===== src/hdl/assert_macros.svh =====
// Assertion macros shared by the RTL modules.
// Each macro expects signals named clock and reset in the calling scope.
`ifndef ASSERT_MACROS_SVH
`define ASSERT_MACROS_SVH

// Same-cycle implication, disabled while reset is high.
`define CHK_IMPLY(lbl, cond, prop) \
   lbl: assert property (@(posedge clock) disable iff (reset) (cond) |-> (prop)) \
      else $error("implication check failed");

// Next-cycle implication, disabled while reset is high.
`define CHK_NEXT(lbl, cond, prop) \
   lbl: assert property (@(posedge clock) disable iff (reset) (cond) |=> (prop)) \
      else $error("next-cycle check failed");

`endif


===== src/hdl/sldfr_pkg.sv =====
`default_nettype none

package sldfr_pkg;

   localparam logic [7:0] SYNC_FIRST  = 8'hCC;
   localparam logic [7:0] SYNC_SECOND = 8'h44;

   // Configuration register indexes.
   localparam int CSR_INDEX_WIDTH = 3;
   localparam logic [CSR_INDEX_WIDTH-1:0] CSR_IDX_COUNT  = 3'd0;
   localparam int                         CSR_IDX_ENTRY0 = 1;
   localparam int                         TABLE_REGS     = 4;

   localparam int COUNT_WIDTH = 3;
   localparam int ENTRY_WIDTH = 16;

   localparam logic KIND_PAYLOAD = 1'b0;
   localparam logic KIND_SUMMARY = 1'b1;

   localparam logic [1:0] VERDICT_MATCHED         = 2'd0;
   localparam logic [1:0] VERDICT_UNKNOWN_MODULE  = 2'd1;
   localparam logic [1:0] VERDICT_UNKNOWN_COMMAND = 2'd2;

   // Result queue geometry.
   localparam int FIFO_DEPTH     = 4;
   localparam int FIFO_PTR_WIDTH = 2;
   localparam int FIFO_CNT_WIDTH = 3;

   typedef enum logic [3:0] {
      PH_HUNT,
      PH_SYNC2,
      PH_MODULE,
      PH_COMMAND,
      PH_STATUS,
      PH_LEN_HI,
      PH_LEN_LO,
      PH_CHK_HI,
      PH_CHK_LO,
      PH_DATA
   } phase_type;

   typedef struct packed {
      logic        kind;
      logic [7:0]  payload_byte;
      logic [7:0]  module_id;
      logic [7:0]  command_id;
      logic [7:0]  status_byte;
      logic [15:0] payload_length;
      logic [15:0] check_word;
      logic [1:0]  verdict;
      logic [1:0]  entry_index;
      logic        last;
   } rsp_type;

   typedef struct packed {
      logic [1:0] verdict;
      logic [1:0] entry_index;
   } match_type;

   typedef struct packed {
      logic one;
      logic two;
   } push_type;

endpackage

`default_nettype wire


===== src/hdl/sldfr_match.sv =====
`default_nettype none

// Compares held module and command bytes with each entry below the count in
// parallel; the lowest entry matching both wins, else unknown command/module.
module sldfr_match #(
   parameter int TABLE_ENTRIES = 4
) (
   input  wire logic [7:0]                        module_id,
   input  wire logic [7:0]                        command_id,
   input  wire logic [sldfr_pkg::COUNT_WIDTH-1:0] entry_count,
   input  wire logic [sldfr_pkg::ENTRY_WIDTH-1:0] table_entries [TABLE_ENTRIES],
   output sldfr_pkg::match_type                   result
);
   import sldfr_pkg::*;

   logic       module_seen;
   logic       matched;
   logic [1:0] hit_index;

   always_comb begin
      module_seen = 1'b0;
      matched     = 1'b0;
      hit_index   = 2'd0;
      // Descending scan so the lowest matching entry is the one kept.
      for (int i = TABLE_ENTRIES - 1; i >= 0; i--) begin
         if ((i < int'(entry_count)) && (table_entries[i][15:8] == module_id)) begin
            module_seen = 1'b1;
            if (table_entries[i][7:0] == command_id) begin
               matched   = 1'b1;
               hit_index = 2'(i);
            end
         end
      end
   end

   always_comb begin
      if (matched) begin
         result.verdict     = VERDICT_MATCHED;
         result.entry_index = hit_index;
      end else if (module_seen) begin
         result.verdict     = VERDICT_UNKNOWN_COMMAND;
         result.entry_index = 2'd0;
      end else begin
         result.verdict     = VERDICT_UNKNOWN_MODULE;
         result.entry_index = 2'd0;
      end
   end

endmodule

`default_nettype wire


===== src/hdl/sldfr_parse.sv =====
`default_nettype none
`include "assert_macros.svh"

// Byte-serial header parser. Holds the header fields and the payload
// countdown, and builds up to two results for each accepted byte.
module sldfr_parse (
   input  wire logic                 clock,
   input  wire logic                 reset,
   input  wire logic                 accept,
   input  wire logic [7:0]           rx_byte,
   input  sldfr_pkg::match_type      match,
   output logic [7:0]                held_module,
   output logic [7:0]                held_command,
   output sldfr_pkg::push_type       push,
   output sldfr_pkg::rsp_type        rsp0,
   output sldfr_pkg::rsp_type        rsp1
);
   import sldfr_pkg::*;

   phase_type   phase_ff,     phase_in;
   logic [7:0]  module_ff,    module_in;
   logic [7:0]  command_ff,   command_in;
   logic [7:0]  status_ff,    status_in;
   logic [15:0] length_ff,    length_in;
   logic [15:0] check_ff,     check_in;
   logic [15:0] remaining_ff, remaining_in;

   rsp_type     summary;
   logic        last_data;

   assign last_data = (remaining_ff == 16'd1);

   // Next phase.
   always_comb begin
      phase_in = phase_ff;
      case (phase_ff)
         PH_HUNT: begin
            if (rx_byte == SYNC_FIRST) phase_in = PH_SYNC2;
         end
         PH_SYNC2: begin
            if (rx_byte == SYNC_SECOND)     phase_in = PH_MODULE;
            else if (rx_byte == SYNC_FIRST) phase_in = PH_SYNC2;
            else                            phase_in = PH_HUNT;
         end
         PH_MODULE:  phase_in = PH_COMMAND;
         PH_COMMAND: phase_in = PH_STATUS;
         PH_STATUS:  phase_in = PH_LEN_HI;
         PH_LEN_HI:  phase_in = PH_LEN_LO;
         PH_LEN_LO:  phase_in = PH_CHK_HI;
         PH_CHK_HI:  phase_in = PH_CHK_LO;
         PH_CHK_LO:  phase_in = (remaining_ff != 16'd0) ? PH_DATA : PH_HUNT;
         PH_DATA:    phase_in = last_data ? PH_HUNT : PH_DATA;
         default:    phase_in = PH_HUNT;
      endcase
   end

   // Next values of the held header fields.
   always_comb begin
      module_in    = module_ff;
      command_in   = command_ff;
      status_in    = status_ff;
      length_in    = length_ff;
      check_in     = check_ff;
      remaining_in = remaining_ff;
      case (phase_ff)
         PH_MODULE:  module_in  = rx_byte;
         PH_COMMAND: command_in = rx_byte;
         PH_STATUS:  status_in  = rx_byte;
         PH_LEN_HI:  length_in  = {rx_byte, 8'h00};
         PH_LEN_LO: begin
            length_in    = {length_ff[15:8], rx_byte};
            remaining_in = {length_ff[15:8], rx_byte};
         end
         PH_CHK_HI:  check_in     = {rx_byte, 8'h00};
         PH_CHK_LO:  check_in     = {check_ff[15:8], rx_byte};
         PH_DATA:    remaining_in = remaining_ff - 16'd1;
         default: begin
         end
      endcase
   end

   // Results. The summary on the second check byte already carries that byte.
   always_comb begin
      summary                = '0;
      summary.kind           = KIND_SUMMARY;
      summary.module_id      = module_ff;
      summary.command_id     = command_ff;
      summary.status_byte    = status_ff;
      summary.payload_length = length_ff;
      summary.check_word     = (phase_ff == PH_CHK_LO) ? {check_ff[15:8], rx_byte}
                                                       : check_ff;
      summary.verdict        = match.verdict;
      summary.entry_index    = match.entry_index;
      summary.last           = 1'b1;

      push = '0;
      rsp0 = '0;
      rsp1 = summary;
      case (phase_ff)
         PH_CHK_LO: begin
            if (remaining_ff == 16'd0) begin
               push.one = accept;
               rsp0     = summary;
            end
         end
         PH_DATA: begin
            rsp0.kind         = KIND_PAYLOAD;
            rsp0.payload_byte = rx_byte;
            rsp0.last         = !last_data;
            push.one          = accept && !last_data;
            push.two          = accept && last_data;
         end
         default: begin
         end
      endcase
   end

   always_ff @(posedge clock) begin
      if (reset) begin
         phase_ff     <= PH_HUNT;
         module_ff    <= '0;
         command_ff   <= '0;
         status_ff    <= '0;
         length_ff    <= '0;
         check_ff     <= '0;
         remaining_ff <= '0;
      end else if (accept) begin
         phase_ff     <= phase_in;
         module_ff    <= module_in;
         command_ff   <= command_in;
         status_ff    <= status_in;
         length_ff    <= length_in;
         check_ff     <= check_in;
         remaining_ff <= remaining_in;
      end
   end

   assign held_module  = module_ff;
   assign held_command = command_ff;

   `CHK_IMPLY(a_data_has_bytes, phase_ff == PH_DATA, remaining_ff != 16'd0)
   `CHK_IMPLY(a_two_only_in_data, push.two, phase_ff == PH_DATA && last_data)
   `CHK_IMPLY(a_one_push_kind, push.one && push.two, 1'b0)

endmodule

`default_nettype wire


===== src/hdl/sldfr_rsp_fifo.sv =====
`default_nettype none
`include "assert_macros.svh"

// Small result queue: takes one or two results per cycle, gives one per cycle while rd_ready is high.
module sldfr_rsp_fifo (
   input  wire logic           clock,
   input  wire logic           reset,
   input  sldfr_pkg::push_type push,
   input  sldfr_pkg::rsp_type  wr0,
   input  sldfr_pkg::rsp_type  wr1,
   output logic                room_for_two,
   output logic                rd_valid,
   input  wire logic           rd_ready,
   output sldfr_pkg::rsp_type  rd_data
);
   import sldfr_pkg::*;

   rsp_type                   slot_ff [FIFO_DEPTH];
   logic [FIFO_PTR_WIDTH-1:0] wr_ptr_ff, wr_ptr_in;
   logic [FIFO_PTR_WIDTH-1:0] rd_ptr_ff, rd_ptr_in;
   logic [FIFO_CNT_WIDTH-1:0] count_ff,  count_in;
   logic [FIFO_PTR_WIDTH-1:0] wr_ptr_next;
   logic                      pop;
   logic [FIFO_CNT_WIDTH-1:0] push_count;

   assign pop          = rd_valid && rd_ready;
   assign rd_valid     = (count_ff != '0);
   assign rd_data      = slot_ff[rd_ptr_ff];
   assign room_for_two = (count_ff <= FIFO_CNT_WIDTH'(FIFO_DEPTH - 2));
   assign wr_ptr_next  = wr_ptr_ff + FIFO_PTR_WIDTH'(1);

   always_comb begin
      push_count = push.two ? FIFO_CNT_WIDTH'(2)
                 : (push.one ? FIFO_CNT_WIDTH'(1) : '0);
      wr_ptr_in  = wr_ptr_ff + push_count[FIFO_PTR_WIDTH-1:0];
      rd_ptr_in  = pop ? rd_ptr_ff + FIFO_PTR_WIDTH'(1) : rd_ptr_ff;
      count_in   = count_ff + push_count - (pop ? FIFO_CNT_WIDTH'(1) : '0);
   end

   always_ff @(posedge clock) begin
      if (push.one || push.two) slot_ff[wr_ptr_ff] <= wr0;
      if (push.two)             slot_ff[wr_ptr_next] <= wr1;
   end

   always_ff @(posedge clock) begin
      if (reset) begin
         wr_ptr_ff <= '0;
         rd_ptr_ff <= '0;
         count_ff  <= '0;
      end else begin
         wr_ptr_ff <= wr_ptr_in;
         rd_ptr_ff <= rd_ptr_in;
         count_ff  <= count_in;
      end
   end

   `CHK_IMPLY(a_two_fits, push.two, count_ff <= FIFO_CNT_WIDTH'(FIFO_DEPTH - 2))
   `CHK_IMPLY(a_count_bound, 1'b1, count_ff <= FIFO_CNT_WIDTH'(FIFO_DEPTH))
   `CHK_NEXT(a_pop_drains, pop && !push.one && !push.two,
             count_ff == $past(count_ff) - FIFO_CNT_WIDTH'(1))

endmodule

`default_nettype wire


===== src/hdl/sync_length_packet_deframer.sv =====
// Channel   Ports                              Direction  Transaction
// req       req_valid/req_ready, req_rx_byte   in         one received byte
// rsp       rsp_valid/rsp_ready, rsp_*         out        payload byte or summary
// csr       csr_valid/csr_ready, csr_index/data in        table register write
//
// One byte is taken per cycle while req_ready is high; the parser decodes it
// in the cycle it is taken. Results land in a four-entry queue and are shown
// from the cycle after. req_ready is high while the queue has room for two
// results, since the last payload byte of a packet produces both the byte and
// the packet summary. Synchronous active-high reset returns the parser to sync
// hunting, empties the queue and clears the table. csr_ready is always high.
`default_nettype none

module sync_length_packet_deframer #(
   parameter int TABLE_ENTRIES = 4
) (
   input  wire logic                                 clock,
   input  wire logic                                 reset,

   input  wire logic                                 req_valid,
   output logic                                      req_ready,
   input  wire logic [7:0]                           req_rx_byte,

   output logic                                      rsp_valid,
   input  wire logic                                 rsp_ready,
   output logic                                      rsp_kind,
   output logic [7:0]                                rsp_payload_byte,
   output logic [7:0]                                rsp_module_id,
   output logic [7:0]                                rsp_command_id,
   output logic [7:0]                                rsp_status_byte,
   output logic [15:0]                               rsp_payload_length,
   output logic [15:0]                               rsp_check_word,
   output logic [1:0]                                rsp_verdict,
   output logic [1:0]                                rsp_entry_index,
   output logic                                      rsp_last,

   input  wire logic                                 csr_valid,
   output logic                                      csr_ready,
   input  wire logic [sldfr_pkg::CSR_INDEX_WIDTH-1:0] csr_index,
   input  wire logic [15:0]                          csr_data
);
   import sldfr_pkg::*;

   // Configuration: entry count plus the command table. Only the first
   // TABLE_REGS entries can be written; any further entries read as zero
   // but still take part in matching when the entry count reaches them.
   logic [COUNT_WIDTH-1:0] entry_count_ff;
   logic [ENTRY_WIDTH-1:0] table_entries [TABLE_ENTRIES];
   logic                   csr_write;

   assign csr_ready = 1'b1;
   assign csr_write = csr_valid && csr_ready;

   always_ff @(posedge clock) begin
      if (reset) begin
         entry_count_ff <= '0;
      end else if (csr_write && (csr_index == CSR_IDX_COUNT)) begin
         entry_count_ff <= csr_data[COUNT_WIDTH-1:0];
      end
   end

   for (genvar i = 0; i < TABLE_ENTRIES; i++) begin : g_table
      if (i < TABLE_REGS) begin : g_reg
         logic [ENTRY_WIDTH-1:0] entry_ff;
         always_ff @(posedge clock) begin
            if (reset) begin
               entry_ff <= '0;
            end else if (csr_write &&
                         (csr_index == CSR_INDEX_WIDTH'(CSR_IDX_ENTRY0 + i))) begin
               entry_ff <= csr_data;
            end
         end
         assign table_entries[i] = entry_ff;
      end else begin : g_zero
         assign table_entries[i] = '0;
      end
   end

   // Parser, table matcher and result queue.
   logic       req_accept;
   logic       room_for_two;
   logic [7:0] held_module;
   logic [7:0] held_command;
   match_type  match;
   push_type   push;
   rsp_type    rsp0;
   rsp_type    rsp1;
   rsp_type    head;

   assign req_ready  = room_for_two;
   assign req_accept = req_valid && req_ready;

   sldfr_match #(
      .TABLE_ENTRIES (TABLE_ENTRIES)
   ) u_match (
      .module_id     (held_module),
      .command_id    (held_command),
      .entry_count   (entry_count_ff),
      .table_entries (table_entries),
      .result        (match)
   );

   sldfr_parse u_parse (
      .clock        (clock),
      .reset        (reset),
      .accept       (req_accept),
      .rx_byte      (req_rx_byte),
      .match        (match),
      .held_module  (held_module),
      .held_command (held_command),
      .push         (push),
      .rsp0         (rsp0),
      .rsp1         (rsp1)
   );

   sldfr_rsp_fifo u_fifo (
      .clock        (clock),
      .reset        (reset),
      .push         (push),
      .wr0          (rsp0),
      .wr1          (rsp1),
      .room_for_two (room_for_two),
      .rd_valid     (rsp_valid),
      .rd_ready     (rsp_ready),
      .rd_data      (head)
   );

   // The queue head drives the result ports directly.
   assign rsp_kind           = head.kind;
   assign rsp_payload_byte   = head.payload_byte;
   assign rsp_module_id      = head.module_id;
   assign rsp_command_id     = head.command_id;
   assign rsp_status_byte    = head.status_byte;
   assign rsp_payload_length = head.payload_length;
   assign rsp_check_word     = head.check_word;
   assign rsp_verdict        = head.verdict;
   assign rsp_entry_index    = head.entry_index;
   assign rsp_last           = head.last;

endmodule

`default_nettype wire


===== config.mk =====
export PLATFORM = sky130hd
export DESIGN_NAME = sync_length_packet_deframer
export DESIGN_NICKNAME = d
export VERILOG_FILES = /design/src/hdl/sldfr_pkg.sv /design/src/hdl/sldfr_match.sv /design/src/hdl/sldfr_parse.sv /design/src/hdl/sldfr_rsp_fifo.sv /design/src/hdl/sync_length_packet_deframer.sv
export VERILOG_INCLUDE_DIRS = /design/src /design/src/hdl
export SDC_FILE = /design/constraint.sdc
export NUM_CORES = 1
export LEC_CHECK = 0
export BUFFER_PORTS_ARGS = -buffer_cell sky130_fd_sc_hd__buf_2
export CORE_AREA = 2 2 234 236
export DETAILED_ROUTE_END_ITERATION = 12
export DIE_AREA = 0 0 236 238
export PLACE_DENSITY = 0.63
export SLEW_MARGIN = 30
export SYNTH_ARGS = -nofsm -noshare
export SYNTH_HDL_FRONTEND = slang
export SYNTH_SLANG_ARGS = --single-unit
export TNS_END_PERCENT = 100

===== constraint.sdc =====
create_clock -name clock -period 7.8 [get_ports clock]
set_input_delay 0.78 -clock clock [delete_from_list [all_inputs] [get_ports clock]]
set_output_delay 0.78 -clock clock [all_outputs]
set_load 0.05 [all_outputs]

* Word level (Yosys, flattened, before mapping)
Memory sizes are Yosys's and may differ from the RTL's. A register that Yosys moved wholly into a read port is not among the register bits. Cells that the tools add are included. W data, S select, Z words.
Storage, ports and cells: register bits 150, latch bits 0, RAM bits 280, ROM bits 0, bits of input ports 32, output and inout bits 73, logic and storage cells 136, memories 1
Operators by class: add/subtract/negate cells 6, multiply operators 0, div/mod/pow operators 0, order comparisons 5, equal/unequal tests 25, shift operators 0, muxes and demuxes 48, bitwise operators 2, reductions and logical operators 32
Memories:
- u_fifo.slot_ff | depth 4, bits a word 70, read ports 1, clocked after Yosys merged registers in 1, write ports 2, line sldfr_rsp_fifo.sv:18 | rsp_type slot_ff [FIFO_DEPTH];
Operators by type and width (count):
- $pmux W16 S2 | 3
- $mux W70 | 1
- $eq A8 B8 Y1 | 8
- $mux W60 | 1
- $pmux W4 S10 | 1
- $mux W4 | 6
- $mux W1 | 21
- $mux W2 | 10
- $pmux W9 S2 | 1
- $eq A16 B1 Y1 const B | 1
- $eq A4 B3 Y1 const B | 4
- $logic_not A16 Y1 | 1
- $reduce_bool A16 Y1 | 1
- $sub A16 B1 Y16 const B | 1
- $reduce_and A2 Y1 | 7
- $logic_and A1 B1 Y1 | 13
- $eq A4 B2 Y1 const B | 2
- $eq A4 B4 Y1 const B | 2
- $eq A8 B7 Y1 const B | 1
- $eq A8 B8 Y1 const B | 1
- $mux W8 | 1
- $eq A3 B2 Y1 const B | 2
- $lt A1 B3 Y1 const A | 2
- $lt A2 B3 Y1 const A | 2
- other kinds (19) | 25

* Depth between registers and ports, before layout
Gate-level depths: netlist of run 1.
depth in word-level cells 12, mapped depth 12, gate-level depth less buffers 11

* Modules after synthesis
From an unflattened synthesis of run 1, not the netlist that was laid out.
Second synthesis, totals: cells, all modules 1614, area total of the unflattened synthesis 21807.2 sq um
Modules (own cells, without submodules):
- sldfr_rsp_fifo | instances 1, cells each 727, area an instance 13912.1 sq um, seq. area each 8588.2 sq um
- sldfr_parse | instances 1, cells each 533, area an instance 4357.9 sq um, seq. area each 1521.5 sq um
- sync_length_packet_deframer | instances 1, cells each 245, area an instance 2707.6 sq um, seq. area each 1341.3 sq um
- sldfr_match | instances 1, cells each 109, area an instance 829.5 sq um, seq. area each 0.0 sq um

* Least setup slack after synthesis of run 1
No wires, ideal clock.
kind reg-to-reg, start point reg u_parse.remaining_ff[6], end point mem u_fifo.slot_ff[0][10] (netlist bit), enable pin, library setup time 0.561 ns, arrival 5.698 ns, slack 1.541 ns, stages on the path, launching flop included 6, cells stage by stage dfxtp_1 -> or4_1 -> buf_2 -> nor3_4 -> nand4_2 -> o21ai_0
RTL lines:
- start, declared | line sldfr_parse.sv:26 | logic [15:0] remaining_ff, remaining_in;
- start signal, assigned | line sldfr_parse.sv:134 | remaining_ff <= remaining_in;
- end, declared | line sldfr_rsp_fifo.sv:18

==> metrics.txt, run 1 <==
xor/xnor share of the synthesized area=0.0320; CP max-delay cell=buf_4; CTS Sinks=432; Final ANT Viol Nets=0; Synth Flop Type=edfxtp_1; DR WL/cell=21.1 um; Seq pwr share=0.422; combinational share of power=0.217; Worst Hold Class=reg -> reg; H-tree depth=2; Fin. Hold Viols=0; Pwr Density=272 mW/mm^2; CP endpoint kind=register; Post-DP HPWL=31,000 um; Crit path required time=8.00 ns; M3 GR Usage=0.0309; unrepaired setup endpoints after global routing=false; sw frac=0.319; initial core utilization=0.358; most frequent cells after synthesis=240 x edfxtp_1, 194 x nand2_1, 192 x dfxtp_1; Die W=236 um; aggregate global-route resource usage=0.179; critical path class=reg -> reg; final setup vio count=0; area leader, netlist=edfxtp_1; synth unique cells=72; Ys Warns=0; VDD IR-drop max=177 uV; layout cells sized above 1=0.169; register bit total from synthesis=432; GR peak layer=met2; cell with the most instances after synthesis=edfxtp_1; area delta synth->final=12.9%; num ports=105; top post-synthesis cells by area=edfxtp_1 38%, dfxtp_1 20%, mux4_2 8.2%; Final Cycle Share=0.507; CTS max path bufs=3; combinational family with the most area after synthesis=simple AND/OR/NAND/NOR gates; Worst-path clk slew=0.07 ns; sequential area share after synthesis=0.577; Final Max Slew Viols=0; Nets=1,716; grt total ovfl=0; multiplexer share of the synthesized area=0.0970; Total Wirelength=50,800 um; number of global-route vias before repair=13.0k; Num CTS Buffers=45; Mapped Avg Cell Area=11.6 um^2; CTS resizes=0; chip height=238 um; core region area=0.0535 mm^2; hold path depth=1; post-synthesis cell count=1,651; largest net degree at the start of global routing=105; adder-cell area share of the yosys netlist=0.00562; Clock Power Share=0.361; max_cap viols=0; CP max FO=60; initial antenna violation count=3; net switching power=1.87 mW; die area=0.0562 mm^2; ys async rst share=0; Netlist Area Pre-Place=0.0191 mm^2; worst-path cell chain=or4b_1, nor3_2, nand4_4, nand2_1, a21boi_1, inv_2, buf_4; Critical Path Source Type=register; Clock Latency Late Sink=0.60 ns; DR pass1 iterations=5; Initial DRC Count=1,132; max frequency=253 MHz; DR vias=13.1k; # port buffers=103; Crit path largest cell delay=0.71 ns; fill cell count=5,039; arrival time at the worst endpoint=4.16 ns; CTS root buffer=clkbuf_16; Compound-Gate Fraction of Synth Area=0.0822; minimum clock period=3.96 ns; Setup Skew=0.0258 ns; Placement Rows=85; relative slew slack=0.339; first-pass GRT wire length=77,600 um; # DRC=0; register-to-register setup slack=3.84 ns; static leakage=8.04 nW; hold buffers post-CTS=0; internal power=4.00 mW; Yosys top cell area share=0.377; total negative setup slack=0 ns; Post-Synth Simple-Gate Area=0.173; Reg2Reg Depth=7; grt met1 use=0.241; Post-CTS Repair Setup Buffers=0; met2 GRT Util=0.297; vias per inst=5.43; Post-synth EDFFs=240; worst slew pin tran=0.992 ns; GP Congestion=0.809; CTS tree=done; status=completed; Net Count, Synth=1,691; Final Core Density=0.404
==> through the flow <==
step | setup WS, ns | cells | hold slack (ns) | power [mW] | area [um^2]
after floorplan | 1.54 | 1651 | 0.421 | 3.51 | 19100
after global placement | 3.99 | 2323 | 0.429 | 3.83 | 20100
after detailed placement | 3.86 | 2324 | 0.436 | 3.83 | 20100
after CTS | 3.79 | 2408 | 0.455 | 5.95 | 21600
after global routing | 3.60 | 2410 | 0.467 | 6.08 | 21600
final | 3.84 | 2410 | 0.460 | 5.88 | 21600
==> power by group through the flow <==
stage | registers, mW | clock network, mW | logic [mW]
after global placement | 2.55 | 0 | 1.28
after global routing | 2.50 | 2.24 | 1.34
after detailed placement | 2.54 | 0 | 1.30
final | 2.48 | 2.12 | 1.28
after floorplan | 2.46 | 0 | 1.05
after CTS | 2.49 | 2.16 | 1.30
==> registers in the layout (all words and copies together) (netlist names), named ones only <==
name / count
entry_count_ff: 3
g_table.g_reg.entry_ff: 64
u_fifo.count_ff: 3
u_fifo.rd_ptr_ff: 2
u_fifo.slot_ff: 280
u_fifo.wr_ptr_ff: 2
u_parse.check_ff: 16
u_parse.held_command: 8
u_parse.held_module: 8
u_parse.length_ff: 16
u_parse.phase_ff: 4
u_parse.remaining_ff: 16
u_parse.status_ff: 8
==> layout make-up <==
| cell class | count | area (um^2) | share of cell area |
|---|---|---|---|
| sequential | 432 | 11100 | 0.512 |
| timing repair buffer | 118 | 671 | 0.0310 |
| clock buffer | 58 | 1190 | 0.0549 |
| inverter | 16 | 60.1 | 0.00278 |
| antenna | 1 | 2.50 | 0.000116 |
| tap | 696 | 871 | 0.0403 |
| multi-input combinational | 1063 | 7500 | 0.347 |
| clock inverter | 26 | 256 | 0.0119 |
==> worst paths after layout <==
path | endpoint | start
worst max-delay path | u_fifo.slot_ff[2][44]$_DFFE_PP_ | u_parse.phase_ff[3]$_SDFFE_PP0P_
worst min-delay path | u_fifo.slot_ff[1][69]$_SDFFE_PP1P_ | u_fifo.slot_ff[1][69]$_SDFFE_PP1P_
worst max register to register | u_fifo.slot_ff[2][44]$_DFFE_PP_ | u_parse.phase_ff[3]$_SDFFE_PP0P_
worst min register to register | u_fifo.slot_ff[1][69]$_SDFFE_PP1P_ | u_fifo.slot_ff[1][69]$_SDFFE_PP1P_
==> critical path: cells and delay by family (launching register included) <==
family / cells / cell delay [ns]
AOI/OAI and AO/OA: 1 / 0.27
buffers and inverters: 2 / 0.81
DFF: 1 / 0.51
and+or+nand+nor: 4 / 1.89
==> cells by family after synthesis <==
logic type,after synthesis
AO/OA/AOI/OAI,250
XOR/XNOR,70
adder cells (fa/ha/maj),8
buffers and inverters,156
flip-flops,432
multiplexers,98
other,1
AND/OR/NAND/NOR,636
==> metal layers <==
metal / vias up / wire length (um)
met5: - / 0
met4: 0 / 1140
met3: 80 / 3170
met2: 430 / 24200
met1: 6545 / 22200
li1: 6029 / -
==> layout by cell type (no fill, tap or decap), types with 7 or more instances in the layout <==
cell type,count
edfxtp_1,240
nor3_1,18
a21oi_1,120
buf_2,102
clkbuf_16,45
xor2_1,42
nand2_1,194
clkbuf_1,11
nand4_1,7
dfxtp_1,189
inv_1,13
and2_1,50
clkinv_2,8
ha_1,7
buf_4,12
clkinv_1,10
and3_1,101
o21ai_0,23
a22oi_1,25
nor4_1,11
mux4_2,70
a22o_1,48
nand3_1,44
nor2b_1,54
mux2i_1,28
xnor2_1,28
nor2_1,98
No activity file was read; power rests on OpenSTA's default activity.
==> inputs of run 2 (changes only) <==
- clock period: 7.8 -> 3.7 ns (I/O delays scaled with it)
==> run 2 against run 1 <==
Core utilization is 0.64 points higher. Highest routed layer is now met5. Via count is 0.80% higher. Largest cell class unchanged. Largest power group unchanged. Die area stayed put. Final area is 1.6% higher. Clock skew is 0.0067 ns lower. Flip-flop and latch count stayed put.
==> metrics.txt, run 2 (same netlist as run 1, synthesis figures left out) <==
Largest Register=u_fifo.slot_ff; arrival time at the worst endpoint=3.46 ns (-0.70 ns); vias per inst=5.43 (about the same); GP Congestion=0.884 (+9.2%); worst slew pin tran=0.874 ns (-0.118 ns); most frequent cells in the layout=240 x edfxtp_1, 194 x nand2_1, 189 x dfxtp_1; Crit path required time=3.93 ns (-4.07 ns); fill cell count=4,990 (-0.97%); CTS Sinks=432 (unchanged); largest net degree at the start of global routing=85 (-19%); DR vias=13.2k (+0.80%); Die W=236 um (unchanged); VDD IR-drop max=255 uV (+44%); unrepaired setup endpoints after global routing=false; initial antenna violation count=4 (+1); status=completed; Setup Skew=0.0191 ns (-0.00667 ns); # port buffers=103 (unchanged); Final ANT Viol Nets=0 (unchanged); Worst-path clk slew=0.06 ns (about the same); Nets=1,734 (+1.0%); Pwr Density=528 mW/mm^2 (+94%); static leakage=7.69 nW (-4.4%); # DRC=0 (unchanged); number of global-route vias before repair=13.3k (+2.1%); Critical Path Source Type=register; DR WL/cell=21.1 um (about the same); max reg flops=280 (unchanged); CTS root buffer=clkbuf_16; CTS max path bufs=3 (unchanged); die area=0.0562 mm^2 (unchanged); Fin. Hold Viols=0 (unchanged); grt total ovfl=0 (unchanged); Num CTS Buffers=47 (+4.4%); total negative setup slack=0 ns (unchanged); max_cap viols=0 (unchanged); Final Core Density=0.410 (+0.00643); commonest non-fill, non-tap cell in the layout=edfxtp_1; Final Cycle Share=0.875 (+0.368); first-pass GRT wire length=78,500 um (+1.2%); CP endpoint kind=register; minimum clock period=3.24 ns (-0.719 ns); Worst Hold Class=in -> reg; Placement Rows=85 (unchanged); initial core utilization=0.358 (unchanged); core region area=0.0535 mm^2 (unchanged); num ports=105 (unchanged); worst hold margin=0.0500 ns (-0.410 ns); Clock Latency Late Sink=0.60 ns (about the same); critical path class=reg -> reg; H-tree depth=2 (unchanged); DR pass1 iterations=5 (unchanged); layout cells sized above 1=0.181 (+0.0113); CTS tree=done; CTS resizes=0 (unchanged); area delta synth->final=14.7%; Initial DRC Count=1,215 (+7.3%); Final Max Slew Viols=0 (unchanged); Post-CTS Repair Setup Buffers=0 (unchanged); max frequency=309 MHz (+22%); chip height=238 um (unchanged); Post-DP HPWL=31,800 um (+2.5%); hold buffers post-CTS=0 (unchanged); final setup vio count=0 (unchanged); relative slew slack=0.410 (+0.0709); largest registers=u_fifo.slot_ff: 280 flops, g_table.g_reg.entry_ff: 64 flops; aggregate global-route resource usage=0.182 (+0.00267); Total Wirelength=51,200 um (+0.91%); CP max FO=60 (unchanged)
run 2: layer usage:
layer	vias to the layer above	routed length, um	GRT usage	share of wire
met5	-	16	0	0.00031
li1	6068	-	-	-
met3	104	3440	0.0359	0.067
met4	2	1500	0.0614	0.029
met1	6545	22100	0.242	0.43
met2	470	24100	0.297	0.47
run 2: final timing paths:
check	start	depth (start not counted)	slack [ns]	end
worst max-delay path	u_parse.phase_ff[3]$_SDFFE_PP0P_	7	0.46	u_fifo.slot_ff[2][44]$_DFFE_PP_
worst min-delay path	csr_data[13]	3	0.05	g_table[1].g_reg.entry_ff[13]$_SDFFE_PP0P_
worst max register to register	u_parse.phase_ff[3]$_SDFFE_PP0P_	7	0.46	u_fifo.slot_ff[2][44]$_DFFE_PP_
worst min register to register	u_fifo.slot_ff[1][69]$_SDFFE_PP1P_	1	0.46	u_fifo.slot_ff[1][69]$_SDFFE_PP1P_
run 2: through the flow:
| stage | total power, mW | setup slack (ns) | cells | instance area [um^2] |
|---|---|---|---|---|
| floorplan | 6.48 | 0.141 | 1651 | 19100 |
| global placement | 6.95 | 0.583 | 2340 | 20300 |
| detailed placement | 6.96 | 0.573 | 2340 | 20300 |
| CTS | 11.7 | 0.560 | 2428 | 21900 |
| global route | 12.0 | 0.348 | 2429 | 21900 |
| finish | 11.6 | 0.463 | 2431 | 21900 |
run 2: area by class of cell:
cell class                 count  area, um^2  share of cell area
sequential                   432       11100               0.504
multi-input combinational   1063        7480               0.341
clock buffer                  71        1380              0.0627
timing repair buffer         134         883              0.0403
tap                          696         871              0.0397
clock inverter                17         206             0.00941
inverter                      16        60.1             0.00274
antenna                        2        5.00            0.000228
run 2: worst max-delay path, stage by stage, from the launching register on:
cell	delay, ns
dfxtp_1	0.53
or4b_1	0.70
nor3_2	0.29
nand4_4	0.21
nand2_1	0.24
a21boi_1	0.30
inv_2	0.15
buf_12	0.34
run 2: where the power goes:
part / switching [mW] / total (mW) / internal, mW
Clock: 1.96 / 4.77 / 2.80
Combinational: 1.05 / 1.61 / 0.558
Sequential: 0.146 / 5.21 / 5.06
Total: 3.16 / 11.6 / 8.42
==> inputs of run 3 (changes only) <==
- ABC_AREA: default -> 1
- CORE_AREA: 2 2 234 236 -> 2 2 236 238
- DIE_AREA: 0 0 236 238 -> 0 0 238 240
==> run 3 against run 2 <==
Global-route usage up 1.0 points. Final area up 0.71%. Routed wire length up 7.5%. Count of clock-buffer cells in the layout down 1.
==> metrics.txt, run 3 <==
placed cell area=0.0206 mm^2 (+1.1%); Final Cycle Share=0.860 (-0.0148); hold path depth=3 (unchanged); Synth Flop Type=edfxtp_1; first-pass GRT wire length=85,500 um (+9.0%); Netlist Area Pre-Place=0.0194 mm^2 (+1.3%); post-route worst setup slack=0.518 ns (+0.0548 ns); hold buffers post-CTS=0 (unchanged); CTS max path bufs=3 (unchanged); area delta synth->final=14.0%; max frequency=314 MHz (+1.7%); Placed Cells=2,997 (+28%); VDD IR-drop max=276 uV (+8.0%); cell with the most instances after synthesis=nor2_1; worst slew pin tran=0.876 ns (+0.00266 ns); Setup Skew=0.0225 ns (+0.00342 ns); Total Wirelength=55,100 um (+7.5%); status=completed; non-filler cells, final=3,081 (+27%); Mapped Avg Cell Area=8.47 um^2 (-27%); register bit total from synthesis=432 (unchanged); register-to-register setup slack=0.84 ns (+0.38 ns); DR vias=15.9k (+20%); CP endpoint kind=output pin; internal power=8.26 mW (-1.9%); Final Max Slew Viols=0 (unchanged); number of global-route vias before repair=15.2k (+15%); Worst Hold Launch=csr_data[7]; Net Count, Synth=2,330 (+38%); Post-synth EDFFs=240 (unchanged); Seq pwr share=0.441 (-0.009); largest net degree at the start of global routing=91 (+7.1%); Num CTS Buffers=45 (-4.3%); worst reg2reg path endpoint=u_fifo.slot_ff[3][46]$_DFFE_PP_; final setup vio count=0 (unchanged); chip height=240 um (+0.84%); Reg-to-Reg Start=u_parse.phase_ff[0]$_SDFFE_PP0P_; hold path endpoint=g_table[1].g_reg.entry_ff[7]$_SDFFE_PP0P_; H-tree depth=2 (unchanged); net switching power=3.45 mW (+9.1%); post-synthesis cell count=2,290 (+39%); Nets=2,380 (+37%); most frequent cells in the layout=584 x nor2_1, 314 x o21ai_0, 296 x nand2_1; Clock Latency Late Sink=0.57 ns (-0.03 ns); num ports=105 (unchanged); initial antenna violation count=1 (-3); Reg2Reg Depth=7 (unchanged); Crit path required time=3.33 ns (-0.60 ns); Post-DP HPWL=34,900 um (+9.6%); grt total ovfl=0 (unchanged); core region area=0.0547 mm^2 (+2.2%); CTS root buffer=clkbuf_16; commonest non-fill, non-tap cell in the layout=nor2_1; CP max FO=61 (+1.7%); Post-CTS Repair Setup Buffers=0 (unchanged); largest registers=u_fifo.slot_ff: 280 flops, g_table.g_reg.entry_ff: 64 flops; Power, Total=11.7 mW (+1.1%); aggregate global-route resource usage=0.192 (+0.0104); total negative setup slack=0 ns (unchanged); CTS tree=done; arrival time at the worst endpoint=2.81 ns (-0.65 ns); CTS resizes=0 (unchanged); top post-synthesis cells by area=edfxtp_1 37%, dfxtp_1 20%, nor2_1 11%; worst hold margin=0.0963 ns (+0.0462 ns); relative slew slack=0.416 (+0.00590); Setup WS pre-CTS=0.936 ns (+0.364 ns); combinational share of power=0.158 (+0.019); Worst-path clk slew=0.06 ns (about the same); max reg flops=280 (unchanged); Largest Register=u_fifo.slot_ff; # DRC=0 (unchanged); DR pass1 iterations=5 (unchanged); Placement Rows=86 (+1.2%); sequential area share after synthesis=0.570 (-0.00749); static leakage=7.43 nW (-3.3%); GP Congestion=0.896 (+1.4%); initial core utilization=0.355 (-0.00304); Ys Warns=0 (unchanged); ys async rst share=0 (unchanged); Final ANT Viol Nets=0 (unchanged); minimum clock period=3.18 ns (-0.0548 ns); area leader, netlist=edfxtp_1; max_cap viols=0 (unchanged); unrepaired setup endpoints after global routing=false; Die W=238 um (+0.85%); Clock Power Share=0.401 (-0.010); synth unique cells=38 (-47%); critical path class=reg -> out; Fin. Hold Viols=0 (unchanged); Yosys top cell area share=0.372 (-0.00488); die area=0.0571 mm^2 (+1.7%); Critical Path Source Type=register; layout cells sized above 1=0.101 (-0.0792); sw frac=0.294 (+0.0216); most frequent cells after synthesis=587 x nor2_1, 314 x o21ai_0, 298 x nand2_1; CTS Sinks=432 (unchanged); Pwr Density=530 mW/mm^2 (+0.34%); Initial DRC Count=1,323 (+8.9%); Final Core Density=0.404 (-0.00590); # port buffers=103 (unchanged); Worst Hold Class=in -> reg; Post-Layout Inst Area=0.0221 mm^2 (+0.71%); DR WL/cell=17.9 um (-15%); vias per inst=5.16 (-4.9%)
## run 3: cell count changes in the layout (fill, tap and decap cells not counted), sizes merged, moves of 65 or more
cell,delta
nor2,+486
o21ai,+297
inv,+149
nand2,+113
and3,-101
mux4,-70
o22ai,+65
## run 3: worst max-delay path: stages (launching register included)
cell and delay, ns:
dfxtp_4 0.51, inv_4 0.55, buf_4 0.44, o21ai_0 0.13, o22ai_1 0.22, buf_2 0.32
## run 3: layer usage
metal / vias to the layer above / share of wire / routed length, um / track usage
met5: - / 0 / 0 / 0
met4: 0 / 0.024 / 1310 / 0.0595
met3: 79 / 0.066 / 3620 / 0.0258
met2: 545 / 0.47 / 25800 / 0.321
met1: 7564 / 0.44 / 24400 / 0.259
li1: 7701 / - / - / -
## run 3: layout make-up
cell class / count / area [um^2]
diodes: 1 / 2.50
well taps: 704 / 881
clock buffers: 70 / 1370
clock inverters: 13 / 170
flip-flops and latches: 432 / 11100
fillers: 5414 / 32600
repair buffers: 135 / 806
inverters: 170 / 642
multi-input cells: 1556 / 7180
## run 3: worst max path at each step
stage / start / endpoint / depth (start not counted)
after floorplan: u_fifo.count_ff[1]$_SDFF_PP0_ / u_fifo.slot_ff[0][59]$_DFFE_PP_ / 12
after global placement: u_parse.phase_ff[0]$_SDFFE_PP0P_ / u_fifo.slot_ff[3][21]$_DFFE_PP_ / 7
after detailed placement: u_parse.phase_ff[0]$_SDFFE_PP0P_ / u_fifo.slot_ff[3][21]$_DFFE_PP_ / 7
after CTS: register / rsp_payload_length[9] / 5
after global routing: register / rsp_payload_length[14] / 5
final: register / rsp_payload_length[15] / 5
## run 3: cells by family (layout without fill, tap and decap cells)
kind of cell | Yosys count | count (layout) | synth area share
and+or+nand+nor | 956 | 956 | 0.194
AOI/OAI and AO/OA | 548 | 548 | 0.150
DFF | 432 | 432 | 0.570
buffers and inverters | 302 | 388 | 0.0606
xor gates and xnor gates | 43 | 43 | 0.0194
adders and majority gates | 8 | 8 | 0.00555
other | 1 | 2 | 0.000193
## run 3: power groups by stage
stage / registers (mW) / clock network (mW) / logic [mW]
2_1_floorplan: 5.20 / 0 / 1.34
3_3_place_gp: 5.26 / 0 / 1.86
3_5_place_dp: 5.27 / 0 / 1.87
4_1_cts: 5.16 / 4.76 / 1.87
5_1_grt: 5.17 / 4.95 / 2.00
6_report: 5.16 / 4.69 / 1.85
